<file path="config.mk">
export PLATFORM = sky130hd
export DESIGN_NAME = shift_array_list
export DESIGN_NICKNAME = d
export VERILOG_FILES = /design/src/sal_pkg.sv /design/src/sal_cell.sv /design/src/shift_array_list.sv
export SDC_FILE = /design/constraint.sdc
export NUM_CORES = 2
export LEC_CHECK = 0
export ABC_CLOCK_PERIOD_IN_PS = 38700
export BUFFER_PORTS_ARGS = -buffer_cell sky130_fd_sc_hd__buf_2
export CORE_MARGIN = 5
export CORE_UTILIZATION = 40
export CTS_CLUSTER_SIZE = 10
export DETAILED_ROUTE_END_ITERATION = 10
export HOLD_SLACK_MARGIN = 0.02
export PLACE_DENSITY = 0.6
export SYNTH_ARGS = -nofsm -noshare
export SYNTH_HDL_FRONTEND = slang
export SYNTH_SLANG_ARGS = --single-unit
</file>
<file path="constraint.sdc">
create_clock -name clk -period 38.7 [get_ports clk]
set_input_delay 1.935 -clock clk [delete_from_list [all_inputs] [get_ports clk]]
set_output_delay 1.935 -clock clk [all_outputs]
set_load 0.005 [all_outputs]
</file>
<file path="src/sal_pkg.sv">
// Shared types and codes for the shift array list.
package sal_pkg;

	typedef enum logic [1:0] {
		ACT_APPEND = 2'd0,
		ACT_INSERT = 2'd1,
		ACT_REMOVE = 2'd2,
		ACT_SEARCH = 2'd3
	} act_t;

	typedef enum logic [1:0] {
		ST_OK    = 2'd0,
		ST_FULL  = 2'd1,
		ST_EMPTY = 2'd2,
		ST_MISS  = 2'd3
	} status_t;

	typedef enum logic [1:0] {
		S_IDLE,
		S_LOAD,
		S_SCAN,
		S_DONE
	} state_t;

	// Cells examined per scan cycle, at most.
	localparam int GRP_MAX = 8;

	// Broadcast control from the sequencer to every cell.
	typedef struct packed {
		logic        shift;   // insert at front: every cell takes its left neighbour
		logic        app;     // append: the cell at the fill position takes the value
		logic        load;    // load match and tail taps from the held entries
		logic        scan;    // move match and tail taps one group towards cell 0
		logic [31:0] value;
	} cell_ctl_t;

endpackage

</file>
<file path="src/sal_cell.sv">
// One list position: entry register plus match and tail taps for the group scan.
module sal_cell #(
	parameter int IDX = 0,
	parameter int FW  = 5
) (
	input  logic                clk,
	input  sal_pkg::cell_ctl_t  ctl,
	input  logic [FW-1:0]       fill,
	input  logic [31:0]         left_entry,
	input  logic                up_match,
	input  logic [31:0]         up_tap,
	output logic [31:0]         entry,
	output logic                match,
	output logic [31:0]         tap
);

	logic [31:0] entry_q;
	logic        match_q;
	logic [31:0] tap_q;
	logic        held;
	logic        is_tail;

	assign held    = FW'(IDX) < fill;
	assign is_tail = fill == FW'(IDX + 1);

	always_ff @(posedge clk) begin
		if (ctl.shift) begin
			entry_q <= left_entry;
		end else if (ctl.app && fill == FW'(IDX)) begin
			entry_q <= ctl.value;
		end
	end

	always_ff @(posedge clk) begin
		if (ctl.load) begin
			match_q <= held && (entry_q == ctl.value);
			tap_q   <= is_tail ? entry_q : 32'd0;
		end else if (ctl.scan) begin
			match_q <= up_match;
			tap_q   <= up_tap;
		end
	end

	assign entry = entry_q;
	assign match = match_q;
	assign tap   = tap_q;

endmodule

</file>
<file path="src/shift_array_list.sv">
// Shift array list: one item accepted, then a load step, a scan over NGRP = ceil(CAPACITY/8)
// groups of cells and a result step that waits until the output register can take the result.
// No new item is taken until the result of the last one has gone to the output register.
// The output register lets the next item be taken while a result waits.
// arst_n clears the entry count, sequencer and output valid; entries hold no reset value.
module shift_array_list #(
	parameter int CAPACITY = 16
) (
	input  logic        clk,
	input  logic        arst_n,
	input  logic        in_valid,
	output logic        in_ready,
	input  logic [1:0]  action,
	input  logic signed [31:0] value,
	output logic        out_valid,
	input  logic        out_ready,
	output logic [1:0]  status,
	output logic        found,
	output logic [3:0]  found_index,
	output logic signed [31:0] first_value,
	output logic signed [31:0] last_value,
	output logic [4:0]  count,
	output logic        is_empty
);

	localparam int FW   = $clog2(CAPACITY + 1);
	localparam int GRP  = (CAPACITY < sal_pkg::GRP_MAX) ? CAPACITY : sal_pkg::GRP_MAX;
	localparam int NGRP = (CAPACITY + GRP - 1) / GRP;
	localparam int GW   = (NGRP > 1) ? $clog2(NGRP) : 1;
	localparam int GIW  = $clog2(GRP);
	localparam int PW   = GW + GIW;

	sal_pkg::state_t    state_q, state_d;
	sal_pkg::cell_ctl_t ctl;
	sal_pkg::act_t      act_q;
	sal_pkg::status_t   status_q;

	logic [FW-1:0] fill_q;
	logic [31:0]   value_q;
	logic [GW-1:0] grp_q;
	logic          found_q;
	logic [3:0]    idx_q;
	logic [31:0]   last_q;
	logic          acc;
	logic          full;
	logic          out_load;

	logic [31:0] entry_w [CAPACITY];
	logic        match_w [CAPACITY];
	logic [31:0] tap_w   [CAPACITY];

	logic          grp_hit;
	logic [GIW-1:0] grp_k;
	logic [31:0]   grp_tap;
	logic [PW-1:0] pos;

	logic                out_valid_q;
	sal_pkg::status_t    out_status_q;
	logic                out_found_q;
	logic [3:0]          out_idx_q;
	logic [31:0]         out_first_q;
	logic [31:0]         out_last_q;
	logic [4:0]          out_count_q;
	logic                out_empty_q;

	assign in_ready = state_q == sal_pkg::S_IDLE;
	assign acc      = in_valid && in_ready;
	assign full     = fill_q == FW'(CAPACITY);
	assign out_load = (state_q == sal_pkg::S_DONE) && (!out_valid_q || out_ready);

	always_comb begin
		ctl.shift = acc && (action == sal_pkg::ACT_INSERT) && !full;
		ctl.app   = acc && (action == sal_pkg::ACT_APPEND) && !full;
		ctl.load  = state_q == sal_pkg::S_LOAD;
		ctl.scan  = state_q == sal_pkg::S_SCAN;
		ctl.value = in_ready ? value : value_q;
	end

	for (genvar i = 0; i < CAPACITY; i++) begin : g_cell
		logic [31:0] left_w;
		logic        up_m;
		logic [31:0] up_t;

		if (i == 0) begin : g_head
			assign left_w = ctl.value;
		end else begin : g_body
			assign left_w = entry_w[i-1];
		end

		if (i + GRP < CAPACITY) begin : g_up
			assign up_m = match_w[i+GRP];
			assign up_t = tap_w[i+GRP];
		end else begin : g_end
			assign up_m = 1'b0;
			assign up_t = 32'd0;
		end

		sal_cell #(
			.IDX (i),
			.FW  (FW)
		) u_cell (
			.clk        (clk),
			.ctl        (ctl),
			.fill       (fill_q),
			.left_entry (left_w),
			.up_match   (up_m),
			.up_tap     (up_t),
			.entry      (entry_w[i]),
			.match      (match_w[i]),
			.tap        (tap_w[i])
		);
	end

	// lowest match and tail tap among the group now sitting at the head of the chain
	always_comb begin
		grp_hit = 1'b0;
		grp_k   = '0;
		grp_tap = 32'd0;
		for (int k = GRP - 1; k >= 0; k--) begin
			if (match_w[k]) begin
				grp_hit = 1'b1;
				grp_k   = GIW'(k);
			end
			grp_tap = grp_tap | tap_w[k];
		end
		pos = PW'(grp_q) * PW'(GRP) + PW'(grp_k);
	end

	always_comb begin
		state_d = state_q;
		unique case (state_q)
			sal_pkg::S_IDLE: begin
				if (acc) begin
					state_d = sal_pkg::S_LOAD;
				end
			end
			sal_pkg::S_LOAD: state_d = sal_pkg::S_SCAN;
			sal_pkg::S_SCAN: begin
				if (grp_q == GW'(NGRP - 1)) begin
					state_d = sal_pkg::S_DONE;
				end
			end
			sal_pkg::S_DONE: begin
				if (out_load) begin
					state_d = sal_pkg::S_IDLE;
				end
			end
			default: state_d = sal_pkg::S_IDLE;
		endcase
	end

	always_ff @(posedge clk or negedge arst_n) begin
		if (!arst_n) begin
			state_q     <= sal_pkg::S_IDLE;
			fill_q      <= '0;
			out_valid_q <= 1'b0;
		end else begin
			state_q <= state_d;
			if (ctl.shift || ctl.app) begin
				fill_q <= fill_q + FW'(1);
			end else if (acc && (action == sal_pkg::ACT_REMOVE) && fill_q != '0) begin
				fill_q <= fill_q - FW'(1);
			end
			if (out_load) begin
				out_valid_q <= 1'b1;
			end else if (out_ready) begin
				out_valid_q <= 1'b0;
			end
		end
	end

	always_ff @(posedge clk) begin
		if (acc) begin
			act_q   <= sal_pkg::act_t'(action);
			value_q <= value;
			found_q <= 1'b0;
			idx_q   <= 4'd0;
			case (sal_pkg::act_t'(action)) inside
				sal_pkg::ACT_APPEND, sal_pkg::ACT_INSERT:
					status_q <= full ? sal_pkg::ST_FULL : sal_pkg::ST_OK;
				sal_pkg::ACT_REMOVE:
					status_q <= (fill_q == '0) ? sal_pkg::ST_EMPTY : sal_pkg::ST_OK;
				default:
					status_q <= sal_pkg::ST_MISS;
			endcase
		end
		if (ctl.load) begin
			grp_q  <= '0;
			last_q <= 32'd0;
		end
		if (ctl.scan) begin
			grp_q  <= grp_q + GW'(1);
			last_q <= last_q | grp_tap;
			// only a search reports a hit
			if (grp_hit && !found_q && act_q == sal_pkg::ACT_SEARCH) begin
				found_q <= 1'b1;
				idx_q   <= 4'(pos);
			end
		end
	end

	always_ff @(posedge clk) begin
		if (out_load) begin
			if (act_q == sal_pkg::ACT_SEARCH) begin
				out_status_q <= found_q ? sal_pkg::ST_OK : sal_pkg::ST_MISS;
			end else begin
				out_status_q <= status_q;
			end
			out_found_q <= found_q;
			out_idx_q   <= idx_q;
			out_first_q <= (fill_q == '0) ? 32'hFFFF_FFFF : entry_w[0];
			out_last_q  <= (fill_q == '0) ? 32'hFFFF_FFFF : last_q;
			out_count_q <= 5'(fill_q);
			out_empty_q <= fill_q == '0;
		end
	end

	assign out_valid   = out_valid_q;
	assign status      = out_status_q;
	assign found       = out_found_q;
	assign found_index = out_idx_q;
	assign first_value = out_first_q;
	assign last_value  = out_last_q;
	assign count       = out_count_q;
	assign is_empty    = out_empty_q;

`ifndef SYNTH
	a_fill_range: assert property (@(posedge clk) disable iff (!arst_n)
		fill_q <= FW'(CAPACITY))
		else $error("entry count beyond capacity");

	a_full_hold: assert property (@(posedge clk) disable iff (!arst_n)
		(acc && full && (action == sal_pkg::ACT_APPEND || action == sal_pkg::ACT_INSERT))
		|=> $stable(fill_q))
		else $error("full list changed on rejected add");

	a_remove_dec: assert property (@(posedge clk) disable iff (!arst_n)
		(acc && action == sal_pkg::ACT_REMOVE && fill_q != '0)
		|=> fill_q == $past(fill_q) - FW'(1))
		else $error("remove did not drop the count by one");

	a_scan_quiet: assert property (@(posedge clk) disable iff (!arst_n)
		(state_q == sal_pkg::S_SCAN) |=> $stable(fill_q))
		else $error("count moved during scan");

	a_result_src: assert property (@(posedge clk) disable iff (!arst_n)
		$rose(out_valid_q) |-> $past(state_q) == sal_pkg::S_DONE)
		else $error("result raised outside the result state");
`endif

endmodule

</file>
# After elaboration in Yosys (flattened, before gate mapping)
# Index checks and enable logic that the tools add are counted.
word_totals:
  wordCells: 345
  regBits: 1199
classes:
  addsub: 4
  eq_ne: 41
  bitwise: 8
  n_lt_le_gt_ge: 16
  n_reduce_logical: 72
  mux: 139
ops:
  columns: ["op", "n"]
  rows:
  - ["two-way mux 32 bit", 76]
  - ["equality test 32 bit", 16]
  - ["OR 32 bit", 8]
  - ["logical AND 1 bit", 42]
  - ["two-way mux 1 bit", 41]
  - ["equality test 5 x 4 -> 1 bit (second input constant)", 8]
  - ["less-than comparator 4 x 5 -> 1 bit (first input constant)", 8]
  - ["nonzero test 2 bit", 19]
  - ["two-way mux 3 bit", 8]
  - ["equality test 5 x 3 -> 1 bit (second input constant)", 4]
  - ["less-than comparator 3 x 5 -> 1 bit (first input constant)", 4]
  - ["two-way mux 2 bit", 8]
  - ["two-way mux 4 bit", 3]
  - ["equality test 5 x 2 -> 1 bit (second input constant)", 2]
  - ["less-than comparator 1 x 5 -> 1 bit (first input constant)", 2]
  - ["less-than comparator 2 x 5 -> 1 bit (first input constant)", 2]
  - ["two-way mux 5 bit", 2]
  - ["equality test 2 bit (second input constant)", 4]
  - ["one-hot mux 2 bit (4 select lines)", 1]
  - ["adder 5 x 1 -> 5 bit (second input constant)", 1]
  - ["equality test 5 x 1 -> 1 bit (second input constant)", 1]
  - ["equality test 5 bit (second input constant)", 1]
  - ["zero test 5 bit", 1]
  - ["nonzero test 5 bit", 1]
  - ["11 further kinds", 17]

# Longest topological paths before layout
logic_depth:
  ltp_word: 12
  ltp_mapped: 12
  depth_no_buf: 8

# By module
# A second synthesis with hierarchy kept.
unflattened:
  cells_unflattened: 4386
  hier_area_um2: 57564.0
by_module_without_submodules:
  columns: ["module", "n_inst", "cells_each", "area_each_um2"]
  rows:
  - ["shift_array_list", 1, 486, 6762.7]
  - ["sal_cell at g_cell[12].u_cell", 1, 256, 3223.1]
  - ["sal_cell at g_cell[11].u_cell", 1, 256, 3219.3]
  - ["sal_cell at g_cell[8].u_cell", 1, 255, 3208.1]
  - ["sal_cell at g_cell[13].u_cell", 1, 257, 3206.8]
  - ["sal_cell at g_cell[4].u_cell", 1, 256, 3205.6]
  - ["sal_cell at g_cell[0].u_cell", 1, 254, 3204.3]
  - ["sal_cell at g_cell[1].u_cell", 1, 253, 3200.6]
  - ["sal_cell at g_cell[7].u_cell", 1, 255, 3194.3]
  - ["sal_cell at g_cell[10].u_cell", 1, 258, 3191.8]
  - ["sal_cell at g_cell[2].u_cell", 1, 256, 3190.6]
  - ["sal_cell at g_cell[14].u_cell", 1, 256, 3189.3]
  - ["sal_cell at g_cell[15].u_cell", 1, 254, 3181.8]
  - ["sal_cell at g_cell[9].u_cell", 1, 255, 3168.0]
  - ["+3 rows", null, null, null]

# Worst setup path after synthesis
# OpenSTA, ideal clock, no wires.
synth_timing:
  path_type: "register to register"
  startpoint: "reg state_q[0]"
  endpoint: "reg g_cell[0].u_cell.match_q, enable pin"
  setup_slack_ps: 25791
  t_arrival_ps: 11975
  stages_incl_launch_ff: 3
  t_required_ps: 37766
  n_path_buf: 0
  synth_period_minus_slack_ps: 12909
  path_cell_list: "dfrtp_1 inv_1 ha_1"
synth_via:
  elab_chain_cells: 2
  word_cells_on_any_way: 3
  cone_classes: "eq/ne (2); reduce/logical (1)"
synth_lines:
  columns: ["element", "line_no", "source"]
  rows:
  - ["start: declaration", "shift_array_list.sv:33", "sal_pkg::state_t state_q, state_d;"]
  - ["start signal: assignment", "shift_array_list.sv:154", "state_q <= sal_pkg::S_IDLE;"]
  - ["start signal: assignment", "shift_array_list.sv:158", "state_q <= state_d;"]
  - ["equality test 2 bit / equality test 2 x 1 -> 1 bit (equally long branches)", "shift_array_list.sv:75, shift_array_list.sv:74", null]
  - ["nonzero test 2 bit (no line) *", null, null]
  - ["end signal: assignment", "sal_cell.sv:36", "match_q <= held && (entry_q == ctl.value);"]
  - ["end signal: assignment", "sal_cell.sv:39", "match_q <= up_match;"]
  - ["end: declaration", "sal_cell.sv:18", "logic match_q;"]
# Every way passes the cells marked *; elsewhere a longest branch is shown, timed or not.
# A chain may end at the register's enable or synchronous reset.

# Final worst setup path
layout_timing:
  startpoint: "in in_valid"
  endpoint: "reg g_cell[13].u_cell.entry_q[29], data pin"
layout_via:
  elab_chain_cells: 4
layout_lines:
  columns: ["element", "line_no", "source"]
  rows:
  - ["start: declaration", "shift_array_list.sv:11", "input logic in_valid,"]
  - ["logical AND 1 bit", "shift_array_list.sv:67", "assign acc = in_valid && in_ready;"]
  - ["via acc", "shift_array_list.sv:44", "logic acc;"]
  - ["logical AND 1 bit (2 in series)", "shift_array_list.sv:72", "ctl.shift = acc && (action == sal_pkg::ACT_INSERT) && !full;"]
  - ["two-way mux 32 bit", "sal_cell.sv:27", "if (ctl.shift) begin"]
  - ["end signal: assignment", "sal_cell.sv:28", "entry_q <= left_entry;"]
  - ["end signal: assignment", "sal_cell.sv:30", "entry_q <= ctl.value;"]
  - ["end: declaration", "sal_cell.sv:17", "logic [31:0] entry_q;"]
# The timed path passes the listed nets, and every way through them passes these cells.

==> qor.txt <==
DP HPWL: 137,000 µm
area of the multi-input gates: 0.0161 mm²
GP Congestion: 1.05
DR DRC count: 0
Worst Skew: 0.0308 ns
buffer count from post-CTS setup fixing: 0
PD cells: 89.9 mW/mm²
CP required: 39.22 ns
Area growth, synth to finish: 12.5%
top cell type's share of synthesized area: 67.2%
vias per cell: 6.07
H-tree level count: 4
Worst Reg-to-Reg Cells: 12
Layout fillers: 11,600
Final min period: 5.46 ns
drt first pass iters: 5
critical path startpoint: in_valid
crit path cell chain: buf_2 -> nand2_1 -> inv_2 -> buf_4 -> and2_1 -> nand2_4 -> buf_12 -> buf_4 -> nand2_1 -> o21a_1
slowest cell on the critical path: buf_4
fin. max-slew vios: 0
crit start category: primary input
Slew @ Worst Pin: 1.38 ns
CTS clk-pin slew, worst paths: 0.05 ns
IO buf count: 116
Seq. cell area: 0.0359 mm²
DP Worst Slack: 32.63 ns
Peak VDD IR: 0.0000847 V
async set-reset flop share out of synthesis: 0.667%
Tightest Hold Check Type: register to register
most frequent cells in the layout: edfxtp_1 (1,186), o21a_1 (482), xnor2_1 (269)
Placeable Area: 0.132 mm²
GRT Overall Usage: 28.3%
post-synthesis average cell area: 14.9 µm²
grt ovf: 0
vias in the first global route: 31,600
clk_lat worst skew: 0.79 ns
via count: 33,300
max-cap violations: 0
initial antenna violation count: 14
Critical Path Sink Type: register
Starting DRT DRC Count: 5,396
number of routed nets with antenna violations: 0
worst min-delay path startpoint: idx_q[3]
syn_nets: 3,611
Worst Path Class, Setup: primary input to register
setup ws final: 33.24 ns
Synth Warn #: 0
DIE AREA: 0.140 mm²
Pleak: 19.9 nW
CTS resizes: 0
Post-Route WL: 202,000 µm
nets@finish: 3,720
# setup viols final: 0
commonest non-fill, non-tap cell in the layout: edfxtp_1
Post-Synthesis Cells: 3,564
maximum fanout along the worst path: 145
share of layout cells above drive strength 1: 13.0%
Unique masters post-synth: 48
Inserted Clock Buffers: 144
crit-path leading delay family: buffers and inverters
clk root buf: clkbuf_16
Worst EP arrival: 5.97 ns
Seq/Total Area, Yosys: 67.8%
Final Cycle Share: 14.1%
synth top area cells: edfxtp_1 (67%), o21a_1 (6.8%), xnor2_1 (4.4%)
combined area of all synthesized cells: 0.0530 mm²
hold depth: 0
Setup TNS Final: 0 ns
Worst slew margin: 7.61%
Top Ports: 117
Num Clock Sinks: 1,199
Std-Cell Rows: 133
Routed wire per std cell: 36.9 µm
FMAX: 183 MHz
die width: 374 µm
Synth Register Bits: 1,199
Starting Density: 40.3%
Final Hold Viols: 0
largest net degree at the start of global routing: 173
EDFF count, synth: 1,186
reg2reg start: state_q[0]
Synth area leader: edfxtp_1
reg-to-reg slack, setup: 33.27 ns
unrepaired setup endpoints after global routing: false
Buf+Inv Stages, Crit Path: 5
quantity of hold-fixing buffers added after cts: 0
Die Height: 374 µm
Stages on worst setup path: 10
status: completed
Top FF cell, synth: edfxtp_1
CTS tree: yes
first-pass GRT wire length: 273,000 µm
CTS Buffer Depth: 3
Worst path max stage delay: 0.72 ns
routing by layer:
layer	part of all wire, %	GRT usage [%]	vias up
met5	0.026	0	-
met4	4.9	12.5	8
met3	12	7.23	398
met2	45	43.0	2211
met1	39	38.4	17000
li1	-	-	13700
synthesized netlist by cell type (2+ instances only):
| cell | number |
|---|---|
| xnor2_1 | 269 |
| a22o_1 | 258 |
| nand2b_1 | 2 |
| edfxtp_1 | 1186 |
| dfrtp_1 | 8 |
| nand4_1 | 75 |
| inv_1 | 42 |
| buf_6 | 6 |
| mux2i_4 | 32 |
| o21ai_0 | 19 |
| or2_2 | 59 |
| nand2_1 | 58 |
| buf_4 | 23 |
| nand3_1 | 18 |
| clkbuf_1 | 108 |
| or2_1 | 9 |
| o21a_1 | 482 |
| dfxtp_1 | 5 |
| nor2b_1 | 4 |
| xor2_1 | 248 |
| a21oi_1 | 13 |
| buf_2 | 75 |
| and2_1 | 258 |
| o31ai_1 | 2 |
| nor2_1 | 67 |
| a22oi_1 | 2 |
| ha_1 | 9 |
| nor3_1 | 44 |
| nor4_1 | 113 |
| o2bb2ai_1 | 6 |
| a31oi_1 | 36 |
| o21bai_1 | 2 |
| buf_1 | 11 |
worst paths after layout:
kind | end
hold / removal | found_index[3]
min in group asynchronous | fill_q[3]
setup / recovery | g_cell[13].u_cell.entry[29]
setup reg to reg | g_cell[9].u_cell.entry[0]
max in group asynchronous | fill_q[0]
hold reg to reg | found_index[3]
cell families (layout without fill, tap and decap cells):
kind of cell / after synthesis / count (layout) / share of synthesized area, %
adder cells (fa/ha/maj): 9 / 9 / 0.212
XOR/XNOR: 517 / 517 / 8.54
AND/OR/NAND/NOR: 712 / 712 / 7.68
flip-flops: 1199 / 1199 / 67.8
AO/OA/AOI/OAI: 827 / 827 / 12.1
multiplexers: 32 / 32 / 1.36
other: 0 / 6 / 0
buffers and inverters: 268 / 431 / 2.34
flip-flops by register name, indices dropped and copies added, names as in the netlist:
register / flops
grp_q: 1
g_cell.u_cell.entry: 512
first_value: 32
status_q: 2
out_valid: 1
status: 2
act_q: 2
idx_q: 4
last_q: 32
fill_q: 5
g_cell.u_cell.tap: 512
count: 5
last_value: 32
found_index: 4
found: 1
state_q: 2
found_q: 1
g_cell.u_cell.match: 16
value_q: 32
is_empty: 1
cell type report:
cell class / instances / area share [%]
sequential: 1199 / 60.2
antenna: 6 / 0.0252
multi-input combinational: 2097 / 27.1
tap: 1755 / 3.68
clock buffer: 170 / 6.30
timing repair buffer: 187 / 1.91
inverter: 44 / 0.292
clock inverter: 30 / 0.481
stage by stage:
stage / std cells / util, % / hold WS (ns) / area, µm² / total power (W)
after global routing: 5482 / 45.3 / 0.447 / 59600 / 0.00551
after floorplan: 3564 / - / 0.408 / 53000 / 0.00359
after detailed placement: 5282 / 42.2 / 0.423 / 55600 / 0.00412
after CTS: 5482 / 45.3 / 0.436 / 59600 / 0.00534
final: 5488 / 45.3 / 0.442 / 59600 / 0.00536
after global placement: 5282 / 42.2 / 0.426 / 55600 / 0.00409
report_power, final:
part,internal (W),switching [W],leakage [nW],total (W)
registers,0.00212,0.000174,11.5,0.00229
clock network,0.000695,0.000529,1.97,0.00122
logic,0.000544,0.00130,6.35,0.00184
total,0.00336,0.00200,19.9,0.00536
Power figures use the tool's default switching activity.
